<file path="src/rtl/core/bss_pkg.sv">
package bss_pkg;

    localparam int SAMPLE_BITS = 16;

    localparam int CFG_IDX_BITS = 3;
    localparam int CFG_DATA_BITS = 32;

    localparam logic [CFG_IDX_BITS-1:0] REG_SCALE_X    = 3'd0;
    localparam logic [CFG_IDX_BITS-1:0] REG_SCALE_Y    = 3'd1;
    localparam logic [CFG_IDX_BITS-1:0] REG_OFFSET_X   = 3'd2;
    localparam logic [CFG_IDX_BITS-1:0] REG_OFFSET_Y   = 3'd3;
    localparam logic [CFG_IDX_BITS-1:0] REG_SRC_WIDTH  = 3'd4;
    localparam logic [CFG_IDX_BITS-1:0] REG_SRC_HEIGHT = 3'd5;
    localparam logic [CFG_IDX_BITS-1:0] REG_ND_ENABLE  = 3'd6;
    localparam logic [CFG_IDX_BITS-1:0] REG_ND_VALUE   = 3'd7;

    localparam int IDX_BITS = 13;
    localparam int SIZE_BITS = 14;
    localparam int FRAC_BITS = 16;

    // Classified item handed from the front part to the back part.
    typedef struct packed {
        logic [IDX_BITS-1:0]  x0;
        logic [IDX_BITS-1:0]  x1;
        logic [IDX_BITS-1:0]  y0;
        logic [IDX_BITS-1:0]  y1;
        logic [FRAC_BITS-1:0] fx;
        logic [FRAC_BITS-1:0] fy;
        logic                 nd_path;
        logic [2:0]           nd_count;
        logic [17:0]          nd_sum;
        logic [63:0]          samples;
    } bss_item_t;

endpackage

</file>
<file path="src/rtl/core/bss_axis_map.sv">
module bss_axis_map (
    input  logic        aclk,
    input  logic        en,
    input  logic [15:0] dest,
    input  logic [31:0] scale,
    input  logic [31:0] offset,
    input  logic [13:0] size,
    output logic [12:0] i0,
    output logic [12:0] i1,
    output logic [15:0] frac
);
    import bss_pkg::*;

    // Stage 1: one 17x32 product; stage 2: position, floor and clamp.
    logic [48:0] prod_reg;
    logic [31:0] offset_reg;
    logic [13:0] last_reg;
    logic [13:0] last_next;
    logic signed [50:0] pos;
    logic signed [34:0] idx;
    logic [12:0] a;

    always_comb begin
        if (size == 14'd0) begin
            last_next = 14'd0;
        end else if (size > 14'd8192) begin
            last_next = 14'd8191;
        end else begin
            last_next = size - 14'd1;
        end
    end

    always_ff @(posedge aclk) begin
        if (en) begin
            prod_reg   <= {dest, 1'b1} * scale;
            offset_reg <= offset;
            last_reg   <= last_next;
        end
    end

    always_comb begin
        pos = $signed({{19{offset_reg[31]}}, offset_reg})
            + $signed({3'b000, prod_reg[48:1]}) - 51'sd32768;
        idx = pos[50:16];
        frac = pos[15:0];
        if (idx < 0) begin
            a  = '0;
            i0 = '0;
            i1 = '0;
        end else begin
            a  = (idx > $signed({21'd0, last_reg})) ? last_reg[12:0] : idx[12:0];
            i0 = a;
            i1 = ({1'b0, a} + 14'd1 > last_reg) ? last_reg[12:0] : a + 13'd1;
        end
    end
endmodule

</file>
<file path="src/rtl/core/bss_front.sv">
module bss_front (
    input  logic                aclk,
    input  logic                aresetn,
    input  logic                in_valid,
    output logic                in_ready,
    input  logic [95:0]         in_data,
    input  logic [31:0]         scale_x,
    input  logic [31:0]         scale_y,
    input  logic [31:0]         offset_x,
    input  logic [31:0]         offset_y,
    input  logic [13:0]         src_width,
    input  logic [13:0]         src_height,
    input  logic                nd_enable,
    input  logic [15:0]         nd_value,
    output logic                out_valid,
    input  logic                out_ready,
    output bss_pkg::bss_item_t  out_item
);
    import bss_pkg::*;

    // Two-stage pipeline; advances as a whole when its tail is free.
    logic        v1_reg, v2_reg;
    logic        adv;
    logic [63:0] smp_reg;
    logic        ndp_reg;
    logic [2:0]  cnt_reg;
    logic [17:0] sum_reg;
    logic [2:0]  cnt_next;
    logic [17:0] sum_next;
    logic        any_nd;
    logic [12:0] x0, x1, y0, y1;
    logic [15:0] fx, fy;
    bss_item_t   item_reg;

    assign adv = !v2_reg || out_ready;
    assign in_ready = adv;

    always_comb begin
        any_nd = 1'b0;
        cnt_next = '0;
        sum_next = '0;
        for (int k = 0; k < 4; k++) begin
            if (in_data[32+16*k +: 16] == nd_value) begin
                any_nd = 1'b1;
            end else begin
                cnt_next = cnt_next + 3'd1;
                sum_next = sum_next + {2'b00, in_data[32+16*k +: 16]};
            end
        end
    end

    bss_axis_map u_map_x (
        .aclk(aclk), .en(adv), .dest(in_data[15:0]), .scale(scale_x),
        .offset(offset_x), .size(src_width), .i0(x0), .i1(x1), .frac(fx)
    );
    bss_axis_map u_map_y (
        .aclk(aclk), .en(adv), .dest(in_data[31:16]), .scale(scale_y),
        .offset(offset_y), .size(src_height), .i0(y0), .i1(y1), .frac(fy)
    );

    always_ff @(posedge aclk) begin
        if (!aresetn) begin
            v1_reg <= 1'b0;
            v2_reg <= 1'b0;
        end else if (adv) begin
            v1_reg <= in_valid;
            v2_reg <= v1_reg;
        end
    end

    always_ff @(posedge aclk) begin
        if (adv) begin
            smp_reg <= in_data[95:32];
            ndp_reg <= nd_enable && any_nd;
            cnt_reg <= cnt_next;
            sum_reg <= sum_next;
            item_reg <= '{x0: x0, x1: x1, y0: y0, y1: y1, fx: fx, fy: fy,
                          nd_path: ndp_reg, nd_count: cnt_reg, nd_sum: sum_reg,
                          samples: smp_reg};
        end
    end

    assign out_valid = v2_reg;
    assign out_item = item_reg;
endmodule

</file>
<file path="config.mk">
export PLATFORM = sky130hd
export DESIGN_NAME = bss_front
export DESIGN_NICKNAME = d
export VERILOG_FILES = /design/src/rtl/core/bss_pkg.sv /design/src/rtl/core/bss_axis_map.sv /design/src/rtl/core/bss_front.sv
export SDC_FILE = /design/constraint.sdc
export NUM_CORES = 2
export LEC_CHECK = 0
export BUFFER_PORTS_ARGS = -buffer_cell sky130_fd_sc_hd__buf_2
export CAP_MARGIN = 10
export CORE_MARGIN = 5
export CORE_UTILIZATION = 45
export CTS_CLUSTER_SIZE = 16
export DETAILED_ROUTE_END_ITERATION = 10
export PLACE_DENSITY_LB_ADDON = 0.2
export SETUP_SLACK_MARGIN = 0.4
export SLEW_MARGIN = 10
export SYNTH_ARGS = -nofsm -noshare
export SYNTH_HDL_FRONTEND = slang
export SYNTH_SLANG_ARGS = --single-unit
</file>
<file path="constraint.sdc">
create_clock -name aclk -period 15.9 [get_ports aclk]
set_clock_uncertainty 0.2 [all_clocks]
set_input_delay 1.59 -clock aclk [delete_from_list [all_inputs] [get_ports aclk]]
set_output_delay 1.59 -clock aclk [all_outputs]
set_load 0.01 [all_outputs]
</file>
==> run metrics <==
status finished, final reports clean; most frequent cell after synthesis inv_1; routed len/inst 20.3 um; Hold WC Path Type reg -> reg; H-tree levels 2; critical path class reg -> reg; Residual DRC 0; area leader, netlist fa_1; antenna-violating nets left 0; worst r2r src u_map_y.offset_reg[6]$_DFFE_PP_; reg2reg path depth 45; syn_nets 8,052; Mapped Cells 6,419; post-synthesis cell area 0.0613 mm^2; Worst Tran Pin Value 1.08 ns; CTS tree built; GRT Residual Overflow 0; post_cts resized 0; Met3 Routed Length 12,100 um; metal2 WL 79,700 um; placer congestion estimate 0.885; hold path cells 0; Die Y 379 um; Synth Register Bits 446; floorplan row count 135; Mapped Avg Cell Area 9.54 um^2; Placement Cell Area 0.0648 mm^2; all-layer global routing usage 23.8%; CTS Hold Buffers Added 0; CP Launch Point u_map_y.offset_reg[6]$_DFFE_PP_; Port Buffer Count 444; cell at the slowest stage of the critical path o31ai_4; Hold Path Origin sum_reg[16]$_DFFE_PP_; Initial Util 45.3%; Most Frequent Cell on Critical Path ha_1; Post-CTS Setup Bufs 0; DIE AREA 0.144 mm^2; Synth Flop Type edfxtp_1; total CTS buffers 47; Final Max Tran Viols 0; Final Hold Fails 0; setup TNS 0 ns; share of layout cells above drive strength 1 9.17%; CP endpoint kind register; Crit Path Max Fanout 18; Startpoint Class register; Yosys top cell area share 29.5%; overall routed net length 172,000 um; Yosys cell types 102; Post-synth EDFFs 444; first-pass GRT wire length 268,000 um; clock sink count 446; WP data required 16.07 ns; Final period util 67.7%; fraction of registers with async set or reset after synthesis 0%; fin crit period 10.77 ns; Fmax 92.9 MHz; DR vias/cell 5.42; Top Ports 445; vias in the first global route 47,300; largest net degree at the start of global routing 160; r2r setup slk 5.13 ns; DRT iter0 DRCs 2,997; initial antenna violation count 29; most common library cells after synthesis inv_1, nand2_1, fa_1, ha_1, edfxtp_1; Reg clk slew, reported paths 0.06 ns; endpoints failing setup 0; # fillers 12,700; CTS max path bufs 3; die width 379 um; Yosys Warn Count 0; post-DP HPWL 133,000 um; WL met1 75,800 um; register area share after synthesis 21.8%; max incr delay on CP 0.58 ns; root buf cell clkbuf_16; drt pass-1 iters 5; Core Region 0.135 mm^2; post-route cell area 0.0666 mm^2; max FFs per register 170; worst endpoint data arrival time 10.94 ns; highest metal used met5; Final nets 8,294; Max-slew headroom 27.7%; RSZ-0062 raised after global routing false; P&R area growth vs syn 8.65%; total number of vias 46,100; synth top area cells fa_1, edfxtp_1, ha_1, inv_1, nand2_1; max-cap viol count 0; Worst-Skew Late Latency 0.62 ns
per-stage QoR:
stage	std cells	hold slack, ns	util [%]	setup WS, ns
after floorplan	6419	0.200	-	1.82
after global placement	8393	0.200	47.9	5.34
after detailed placement	8393	0.205	47.9	5.22
after CTS	8480	0.196	49.2	5.20
after global routing	8495	0.203	49.2	4.17
final	8500	0.201	49.2	5.13
final timing paths:
kind / to
worst max-delay path: out_item[125]$_SDFFCE_PN0P_
worst min-delay path: out_item[80]$_DFFE_PP_
worst max register to register: out_item[125]$_SDFFCE_PN0P_
worst min register to register: out_item[80]$_DFFE_PP_
metal layers:
metal	vias up	GRT usage, %
li1	21300	-
met1	23000	33.0
met2	1509	39.6
met3	242	3.57
met4	16	5.87
met5	-	0
cell usage in the layout (no fill, tap or decap), types with 20 or more instances in the layout:
cell / count
fa_1: 903
ha_1: 457
a21oi_1: 243
xor2_1: 105
xnor2_1: 213
mux2i_1: 56
o21bai_1: 47
inv_1: 1084
or3_1: 26
a31oi_1: 22
diode_2: 20
a211oi_1: 37
nand3_1: 64
nor4_1: 40
o211ai_1: 31
nor2b_1: 38
o21a_1: 52
nand4_1: 67
edfxtp_1: 444
o21ai_0: 176
or2_2: 21
and3_1: 32
nand2_1: 918
a21o_1: 98
nor2_1: 223
buf_2: 444
nor3_1: 77
clkbuf_16: 47
and2_1: 356
nand2b_1: 44
critical path: cells and delay by family (launching register included):
kind	cells	cell delay, ns
AO/OA/AOI/OAI	21	4.33
XOR/XNOR	2	0.64
adder cells (fa/ha/maj)	5	1.61
buffers and inverters	2	0.57
flip-flops	1	0.38
AND/OR/NAND/NOR	15	2.75
cell families (layout without fill, tap and decap cells):
family / Yosys count / in the layout / share of synthesized area, %
buffers and inverters: 1354 / 1634 / 8.37
other: 0 / 20 / 0
adders and majority gates: 1360 / 1360 / 38.8
and+or+nand+nor: 1982 / 1982 / 15.6
DFF: 446 / 446 / 21.8
AOI/OAI and AO/OA: 885 / 885 / 9.53
muxes: 74 / 74 / 1.25
xor gates and xnor gates: 318 / 318 / 4.55
area by class of cell:
type                    count  area, um^2  share of cell area [%]
well taps                1781        2230                    3.35
clock buffers              58        1230                    1.84
repair buffers            461        2360                    3.55
diodes                     20        50.0                  0.0752
clock inverters            29         447                   0.671
flip-flops and latches    446       13400                    20.1
multi-input cells        4619       42800                    64.3
inverters                1086        4080                    6.12
Power is left out: the tool's default activity adds up to more than one toggle a clock period on the data nets, which glitch-free logic cannot reach.
