<file path="config.mk">
export PLATFORM = sky130hd
export DESIGN_NAME = bss_queue
export DESIGN_NICKNAME = d
export VERILOG_FILES = /design/src/rtl/core/bss_pkg.sv /design/src/rtl/core/bss_queue.sv
export SDC_FILE = /design/constraint.sdc
export NUM_CORES = 1
export LEC_CHECK = 0
export BUFFER_PORTS_ARGS = -buffer_cell sky130_fd_sc_hd__buf_2
export CAP_MARGIN = 40
export CORE_ASPECT_RATIO = 0.9
export CORE_UTILIZATION = 52
export CTS_CLUSTER_SIZE = 16
export DETAILED_ROUTE_END_ITERATION = 8
export PLACE_DENSITY = 0.79
export SYNTH_ARGS = -nofsm -noshare
export SYNTH_HDL_FRONTEND = slang
export SYNTH_SLANG_ARGS = --single-unit
</file>
<file path="constraint.sdc">
create_clock -name aclk -period 5.8 [get_ports aclk]
set_clock_uncertainty 0.15 [all_clocks]
set_input_delay 0.58 -clock aclk [delete_from_list [all_inputs] [get_ports aclk]]
set_output_delay 0.58 -clock aclk [all_outputs]
set_load 0.02 [all_outputs]
</file>
<file path="src/rtl/core/bss_pkg.sv">
package bss_pkg;

    localparam int SAMPLE_BITS = 16;

    localparam int CFG_IDX_BITS = 3;
    localparam int CFG_DATA_BITS = 32;

    localparam logic [CFG_IDX_BITS-1:0] REG_SCALE_X    = 3'd0;
    localparam logic [CFG_IDX_BITS-1:0] REG_SCALE_Y    = 3'd1;
    localparam logic [CFG_IDX_BITS-1:0] REG_OFFSET_X   = 3'd2;
    localparam logic [CFG_IDX_BITS-1:0] REG_OFFSET_Y   = 3'd3;
    localparam logic [CFG_IDX_BITS-1:0] REG_SRC_WIDTH  = 3'd4;
    localparam logic [CFG_IDX_BITS-1:0] REG_SRC_HEIGHT = 3'd5;
    localparam logic [CFG_IDX_BITS-1:0] REG_ND_ENABLE  = 3'd6;
    localparam logic [CFG_IDX_BITS-1:0] REG_ND_VALUE   = 3'd7;

    localparam int IDX_BITS = 13;
    localparam int SIZE_BITS = 14;
    localparam int FRAC_BITS = 16;

    // Classified item handed from the front part to the back part.
    typedef struct packed {
        logic [IDX_BITS-1:0]  x0;
        logic [IDX_BITS-1:0]  x1;
        logic [IDX_BITS-1:0]  y0;
        logic [IDX_BITS-1:0]  y1;
        logic [FRAC_BITS-1:0] fx;
        logic [FRAC_BITS-1:0] fy;
        logic                 nd_path;
        logic [2:0]           nd_count;
        logic [17:0]          nd_sum;
        logic [63:0]          samples;
    } bss_item_t;

endpackage

</file>
<file path="src/rtl/core/bss_queue.sv">
module bss_queue (
    input  logic               aclk,
    input  logic               aresetn,
    input  logic               in_valid,
    output logic               in_ready,
    input  bss_pkg::bss_item_t in_item,
    output logic               out_valid,
    input  logic               out_ready,
    output bss_pkg::bss_item_t out_item
);
    import bss_pkg::*;

    // Two-entry queue between front and back.
    bss_item_t mem_reg [2];
    logic      wp_reg, rp_reg;
    logic [1:0] cnt_reg;
    logic      push, pop;

    assign in_ready = cnt_reg != 2'd2;
    assign out_valid = cnt_reg != 2'd0;
    assign push = in_valid && in_ready;
    assign pop = out_valid && out_ready;
    assign out_item = mem_reg[rp_reg];

    always_ff @(posedge aclk) begin
        if (!aresetn) begin
            wp_reg <= 1'b0;
            rp_reg <= 1'b0;
            cnt_reg <= '0;
        end else begin
            if (push) wp_reg <= !wp_reg;
            if (pop) rp_reg <= !rp_reg;
            cnt_reg <= cnt_reg + {1'b0, push} - {1'b0, pop};
        end
    end

    always_ff @(posedge aclk) begin
        if (push) mem_reg[wp_reg] <= in_item;
    end
endmodule

</file>
==> run_results.csv, run 1 <==
group,metric,value,unit
status,status,"complete, no violations",
global_routing,first_global_vias,6455,
die,die_y,152,um
global_routing,grt_use_total,0.182,
power,p_sw,1.86,mW
global_routing,antenna_found_initial,5,
cells_and_area,multi_input_area,2450,sq um
cells_and_area,largest_reg_flops,340,
min_path,hold_path.class,"primary input to flop",
synth,synth_top_family_by_area,"multiplexers",
synth,synth_seq_cells,345,
run,maxCapViolCount,0,
timing,rsz0062_at_grt,"false",
timing,worst_pin_slew,906,ps
clocking,post_cts_resized,0,
routing,drc,0,
synth,syn_area,12900,sq um
setup_path,worstPathArrival,2180,ps
setup_path,critPathSlowestCell,"buf_12",
synth,synth_fp_nets,734,
synth,muxShareOfSynthArea,0.177,
cells_and_area,layout-drive-gt1-share,0.599,
synth,syn_area_per_cell,23.1,sq um
power,vdd_drop_max,0.317,mV
placement,hpwl,16100,um
synth,synth-simple-area-share,0.00677,
clocking,insertion_delay,500,ps
clocking,htreeDepth,2,
timing,relSlewSlack,0.396,
power,p_per_area,422,nW/um^2
global_routing,grt_max_degree,126,
global_routing,grt_pass1_wl,35000,um
cells_and_area,register_area,10300,sq um
synth,syn_inst,559,
power,netSwitchingFraction,0.275,
synth,yosys_warnings,0,
cells_and_area,final_core_util,0.660,
cells_and_area,final_nets,1103,
placement,io_buffers,345,
synth,ys_seq_area_frac,0.797,
cells_and_area,final_common_cell,"buf_2",
setup_path,cpPeakStageDelay,440,ps
routing,viasPerCell,5.12,
routing,vias,6483,
clocking,hold_buffers,0,
synth,synthAdderAreaFrac,0.000968,
clocking,clk_path_buf_depth,3,
routing,wl_per_cell,19.4,um
setup_path,path_delay_family,"buffers and inverters",
cells_and_area,fin_cells,1266,
die,fp.coreArea,24300,sq um
timing,tns,0,ps
synth,synth.distinct_cells,25,
clocking,path_clk_slew,60,ps
cells_and_area,most-common-layout-cells,"345 x buf_2, 340 x edfxtp_1, 100 x mux2_4, 70 x mux2_2, 36 x clkbuf_16",
power,p_leak,6.17,nW
power,p_clk_frac,0.303,
timing,hold_viol,0,
cells_and_area,syn_to_final_growth,24.1,%
routing,drtPass1Iterations,6,
setup_path,start_kind,"flop",
routing,ant_nets,0,
die,rows,54,
clocking,cts_tree,"built",
timing,drv_slew,0,
cells_and_area,fill_cells,1667,
power,p_int,4.91,mW
setup_path,endpoint_kind,"output port",
routing,finalWirelength,24500,um
placement,gp_congestion,0.764,
synth,synth_compound_area_frac,0.00339,
clocking,numCtsBuffers,35,
placement,dp.cells,1199,
clocking,cts-root-buf,"clkbuf_16",
setup_path,path_max_fanout,108,
setup_path,path_class,"flop to output port",
die,die_area,25500,sq um
setup_path,crit_buf_inv,2,
setup_path,crit_chain,"buf_12 -> mux2_2 -> buf_2",
power,power_frac_comb,0.239,
power,p_total,6.77,mW
routing,drt_iter0_drc,422,
die,die_w,168,um
clocking,clock_sinks,345,
power,p_seq_frac,0.457,
timing,min_period_over_period,0.502,
clocking,cts_setup_buffers,0,
synth,synth_xor_area_frac,0.000677,
placement,dpl_cell_area,15000,sq um
global_routing,grt_overflow,0,
setup_path,worstPathRequired,5070,ps
die,io_pins,346,
die,start_util,0.532,
timing,setup_violations,0,
timing,fin_crit,2910,ps
cells_and_area,stdcell_area,16000,sq um
timing,fmax,343,MHz
[power by group through the flow]
stage	registers, mW	clock network, mW	logic [mW]
floorplan	3.16	0	1.18
global placement	3.13	0	1.61
detailed placement	3.15	0	1.63
CTS	3.10	2.11	1.64
finish	3.10	2.06	1.62
global route	3.12	2.19	1.71
[layout make-up]
class	count	area share
Antenna cell	4	0.000624
Clock buffer	45	0.0583
Clock inverter	18	0.00764
Inverter	2	0.000780
Multi-Input combinational cell	193	0.153
Sequential cell	345	0.643
Tap cell	308	0.0240
Timing Repair Buffer	351	0.113
[cell usage after synthesis]
cell type	n	area, sq um
a21bo_2	1	10.0
inv_1	2	7.51
nor3_1	1	5.00
or2_2	1	6.26
nor2_1	4	15.0
and3_1	2	12.5
xor2_1	1	8.76
nor4_1	1	6.26
nand3b_1	1	7.51
nor4bb_1	1	10.0
o21ba_2	1	10.0
a21oi_1	1	5.00
edfxtp_1	340	10200
dfxtp_1	5	100
buf_6	12	135
and2b_1	1	7.51
nand2b_1	1	6.26
o21ai_0	2	10.0
o31a_1	1	8.76
mux2_2	70	788
mux2_4	100	1500
nand3_1	1	5.00
ha_1	1	12.5
and2_1	1	6.26
buf_2	7	35.0
[metrics by stage]
step           setup slack [ps]  hold WS (ps)
6_report                   2890           110
5_1_grt                    2810          83.9
2_1_floorplan               439           322
4_1_cts                    2900          81.3
3_3_place_gp               2990           337
3_5_place_dp               2980           361
[kinds of logic (layout without fill, tap and decap cells)]
| family | count (synthesis) | in the layout |
|---|---|---|
| AND/OR/NAND/NOR | 15 | 15 |
| adder cells (fa/ha/maj) | 1 | 1 |
| multiplexers | 170 | 170 |
| other | 0 | 4 |
| flip-flops | 345 | 345 |
| AO/OA/AOI/OAI | 6 | 6 |
| XOR/XNOR | 1 | 1 |
| buffers and inverters | 21 | 416 |
[final timing paths]
| check | end | startpoint | cells past startpoint | slack, ps |
|---|---|---|---|---|
| setup / recovery | out_item[50] | flop | 3 | 2890 |
| hold / removal | mem_reg[0][96] | in_item[96] | 1 | 110 |
| setup reg to reg | mem_reg[0][115] | cnt_reg[0] | 4 | 3170 |
| hold reg to reg | rp_reg | rp_reg | 2 | 370 |
[layer usage]
metal	track usage	vias up	share of wire
met5	0	-	0.00053
met4	0.0636	2	0.022
met3	0.0564	39	0.087
met2	0.305	284	0.49
met1	0.225	3171	0.40
li1	-	2987	-
[worst register-to-register path: cells and delay by family (launching register included)]
| family | cells | cell delay, ps |
|---|---|---|
| buf+inv | 2 | 1280 |
| flops | 1 | 420 |
| simple gates | 2 | 390 |
Note: power is estimated with default switching activity, not from simulation.
==> run 2: changes to the inputs <==
Settings changed: ABC_AREA from default to 1, CORE_UTILIZATION 52 to 47, PLACE_DENSITY 0.79 to 0.75.
Clock period 5.8 ns to 2.5 ns, I/O delays scaled along.
==> run 2 against run 1 <==
  * Cell count up 18%
  * Register-to-register slack worse by 2500 ps
  * Synthesized cell count up 1.1%
  * First-iteration DRC count down 15%
  * Global-route usage up 0.51 points
  * Count of clock-buffer cells in the layout up 3
  * Sequential power up 140%
  * Power rose to 2.6 times the previous value
  * Largest power group unchanged
==> run_results.csv, run 2 <==
group,metric,value,unit
timing,relSlewSlack,0.605,
synth,synthTopCellsByCount,"340 x edfxtp_1, 100 x mux2_4, 70 x mux2_2",
min_path,hold_path.class,"primary input to flop",
routing,ant_nets,0,
routing,viasPerCell,4.87,
cells_and_area,most-common-layout-cells,"345 x buf_2, 340 x edfxtp_1, 172 x dlygate4sd3_1, 100 x mux2_4, 70 x mux2_2",
die,rows,57,
synth,synth.distinct_cells,13,
synth,synth_edf_count,340,
clocking,cts_tree,"built",
global_routing,antenna_found_initial,1,
clocking,numCtsBuffers,36,
setup_path,endpoint_kind,"output port",
global_routing,grt_max_degree,93,
cells_and_area,layout-drive-gt1-share,0.507,
synth,synth_top_area_share,0.791,
global_routing,first_global_vias,7685,
placement,pre_cts_slack,662,ps
synth,ys_seq_area_frac,0.799,
power,p_leak,7.00,nW
setup_path,rr_startpoint,"cnt_reg[1]",
setup_path,start_kind,"flop",
synth,yosysMostFrequentCell,"edfxtp_1",
clocking,path_clk_slew,60,ps
die,start_util,0.479,
timing,hold_viol,0,
setup_path,path_max_fanout,61,
global_routing,grt_overflow,0,
routing,wl_per_cell,18.1,um
cells_and_area,register_area,10300,sq um
placement,io_buffers,345,
placement,hpwl,16100,um
setup_path,crit_chain,"buf_12 -> mux2_2 -> buf_2",
placement,gp_congestion,0.775,
routing,finalWirelength,27000,um
die,fp.coreArea,27000,sq um
clocking,clock_sinks,345,
placement,dpl_cell_area,15100,sq um
timing,drv_slew,0,
cells_and_area,syn_to_final_growth,39.4,%
cells_and_area,stdcell_area,18000,sq um
timing,worst_pin_slew,593,ps
routing,drtPass1Iterations,5,
synth,syn_area_per_cell,22.8,sq um
synth,synthFlopType,"edfxtp_1",
cells_and_area,multi_input_area,2430,sq um
power,p_per_area,978,nW/um^2
setup_path,crit_buf_inv,2,
routing,vias,7271,
synth,yosysTopAreaCell,"edfxtp_1",
synth,syn_inst,565,
synth,synth_fp_nets,740,
power,vdd_drop_max,0.625,mV
status,status,"complete, no violations",
setup_path,path_class,"flop to output port",
cells_and_area,final_common_cell,"buf_2",
die,die_area,28100,sq um
timing,fmax,422,MHz
timing,setup_violations,0,
die,die_y,159,um
synth,synth_seq_cells,345,
cells_and_area,final_nets,1288,
timing,rsz0062_at_grt,"false",
setup_path,path_delay_family,"buffers and inverters",
global_routing,grt_use_total,0.187,
setup_path,worstPathRequired,2100,ps
clocking,htreeDepth,2,
clocking,post_cts_resized,0,
global_routing,grt_pass1_wl,40500,um
cells_and_area,fill_cells,1757,
die,io_pins,346,
run,maxCapViolCount,0,
cells_and_area,largest_reg_flops,340,
setup_path,critPathSlowestCell,"dfxtp_4",
synth,yosys_warnings,0,
die,die_w,177,um
routing,drt_iter0_drc,358,
synth,ys_async_sr_fraction,0,
routing,drc,0,
clocking,cts-root-buf,"clkbuf_16",
timing,layout_setup_ws,130,ps
setup_path,worstPathArrival,1970,ps
clocking,clk_path_buf_depth,3,
timing,fin_crit,2370,ps
synth,synth.area.top_cells,"edfxtp_1 79%, mux2_4 12%, mux2_2 6.1%",
clocking,insertion_delay,500,ps
timing,min_period_over_period,0.948,
min_path,worstHoldStart,"out_ready",
synth,syn_area,12900,sq um
setup_path,cpPeakStageDelay,450,ps
run 2: area by class of cell:
cell class	instances	area share
diodes	1	0.000139
clock buffers	48	0.0550
clock inverters	16	0.00737
inverters	7	0.00146
multi-input cells	194	0.135
flip-flops and latches	345	0.574
well taps	354	0.0246
repair buffers	529	0.203
run 2: worst register-to-register path, stage by stage (launching register included):
cell and delay [ps]:
dfxtp_1 370, nand2_4 110, nand2_4 90, nor2_4 180, buf_12 390
run 2: cell families (layout without fill, tap and decap cells):
kind of cell | after synthesis | in the layout | synth area share
AND/OR/NAND/NOR | 21 | 21 | 0.00621
buffers and inverters | 26 | 600 | 0.0152
other | 0 | 1 | 0
AO/OA/AOI/OAI | 1 | 1 | 0.000388
adder cells (fa/ha/maj) | 1 | 1 | 0.000970
flip-flops | 345 | 345 | 0.799
XOR/XNOR | 1 | 1 | 0.000679
multiplexers | 170 | 170 | 0.177
run 2: per-stage QoR:
| step | hold WS (ps) | TNS, ps | power (mW) | std cells | util |
|---|---|---|---|---|---|
| after global routing | 78.4 | 0 | 18.2 | 1494 | 0.667 |
| final | 47.4 | 0 | 17.6 | 1494 | 0.667 |
| after detailed placement | 291 | 0 | 12.4 | 1257 | 0.562 |
| after floorplan | 193 | -391780 | 11.0 | 565 | - |
| after global placement | 287 | 0 | 12.3 | 1257 | 0.562 |
| after CTS | 13.1 | 0 | 17.7 | 1493 | 0.667 |
run 2: path summary, 6_finish.rpt:
path / end / slack [ps] / depth (start not counted)
setup / recovery: out_item[0] / 130 / 3
hold / removal: cnt_reg[1] / 50 / 5
setup reg to reg: mem_reg[1][102] / 700 / 4
hold reg to reg: rp_reg / 390 / 2
run 2: repair_timing:
action                    4_1_cts  5_1_grt
hold endpoints to repair      345        0
hold buffers                  172        0
buffers inserted                0        0
run 2: power breakdown:
group          internal (mW)  total, mW  switching, mW  leakage [nW]
clock network           2.98       5.03           2.05         0.543
logic                   2.18       4.98           2.81          3.23
registers               7.34       7.57          0.230          3.22
total                   12.5       17.6           5.08          7.00
run 2: per-layer routing:
layer | track usage | share of wire | vias up
met2 | 0.330 | 0.51 | 314
met1 | 0.216 | 0.38 | 3567
met4 | 0.0717 | 0.029 | 0
met3 | 0.0492 | 0.078 | 61
li1 | - | - | 3329
met5 | 0 | 0 | -
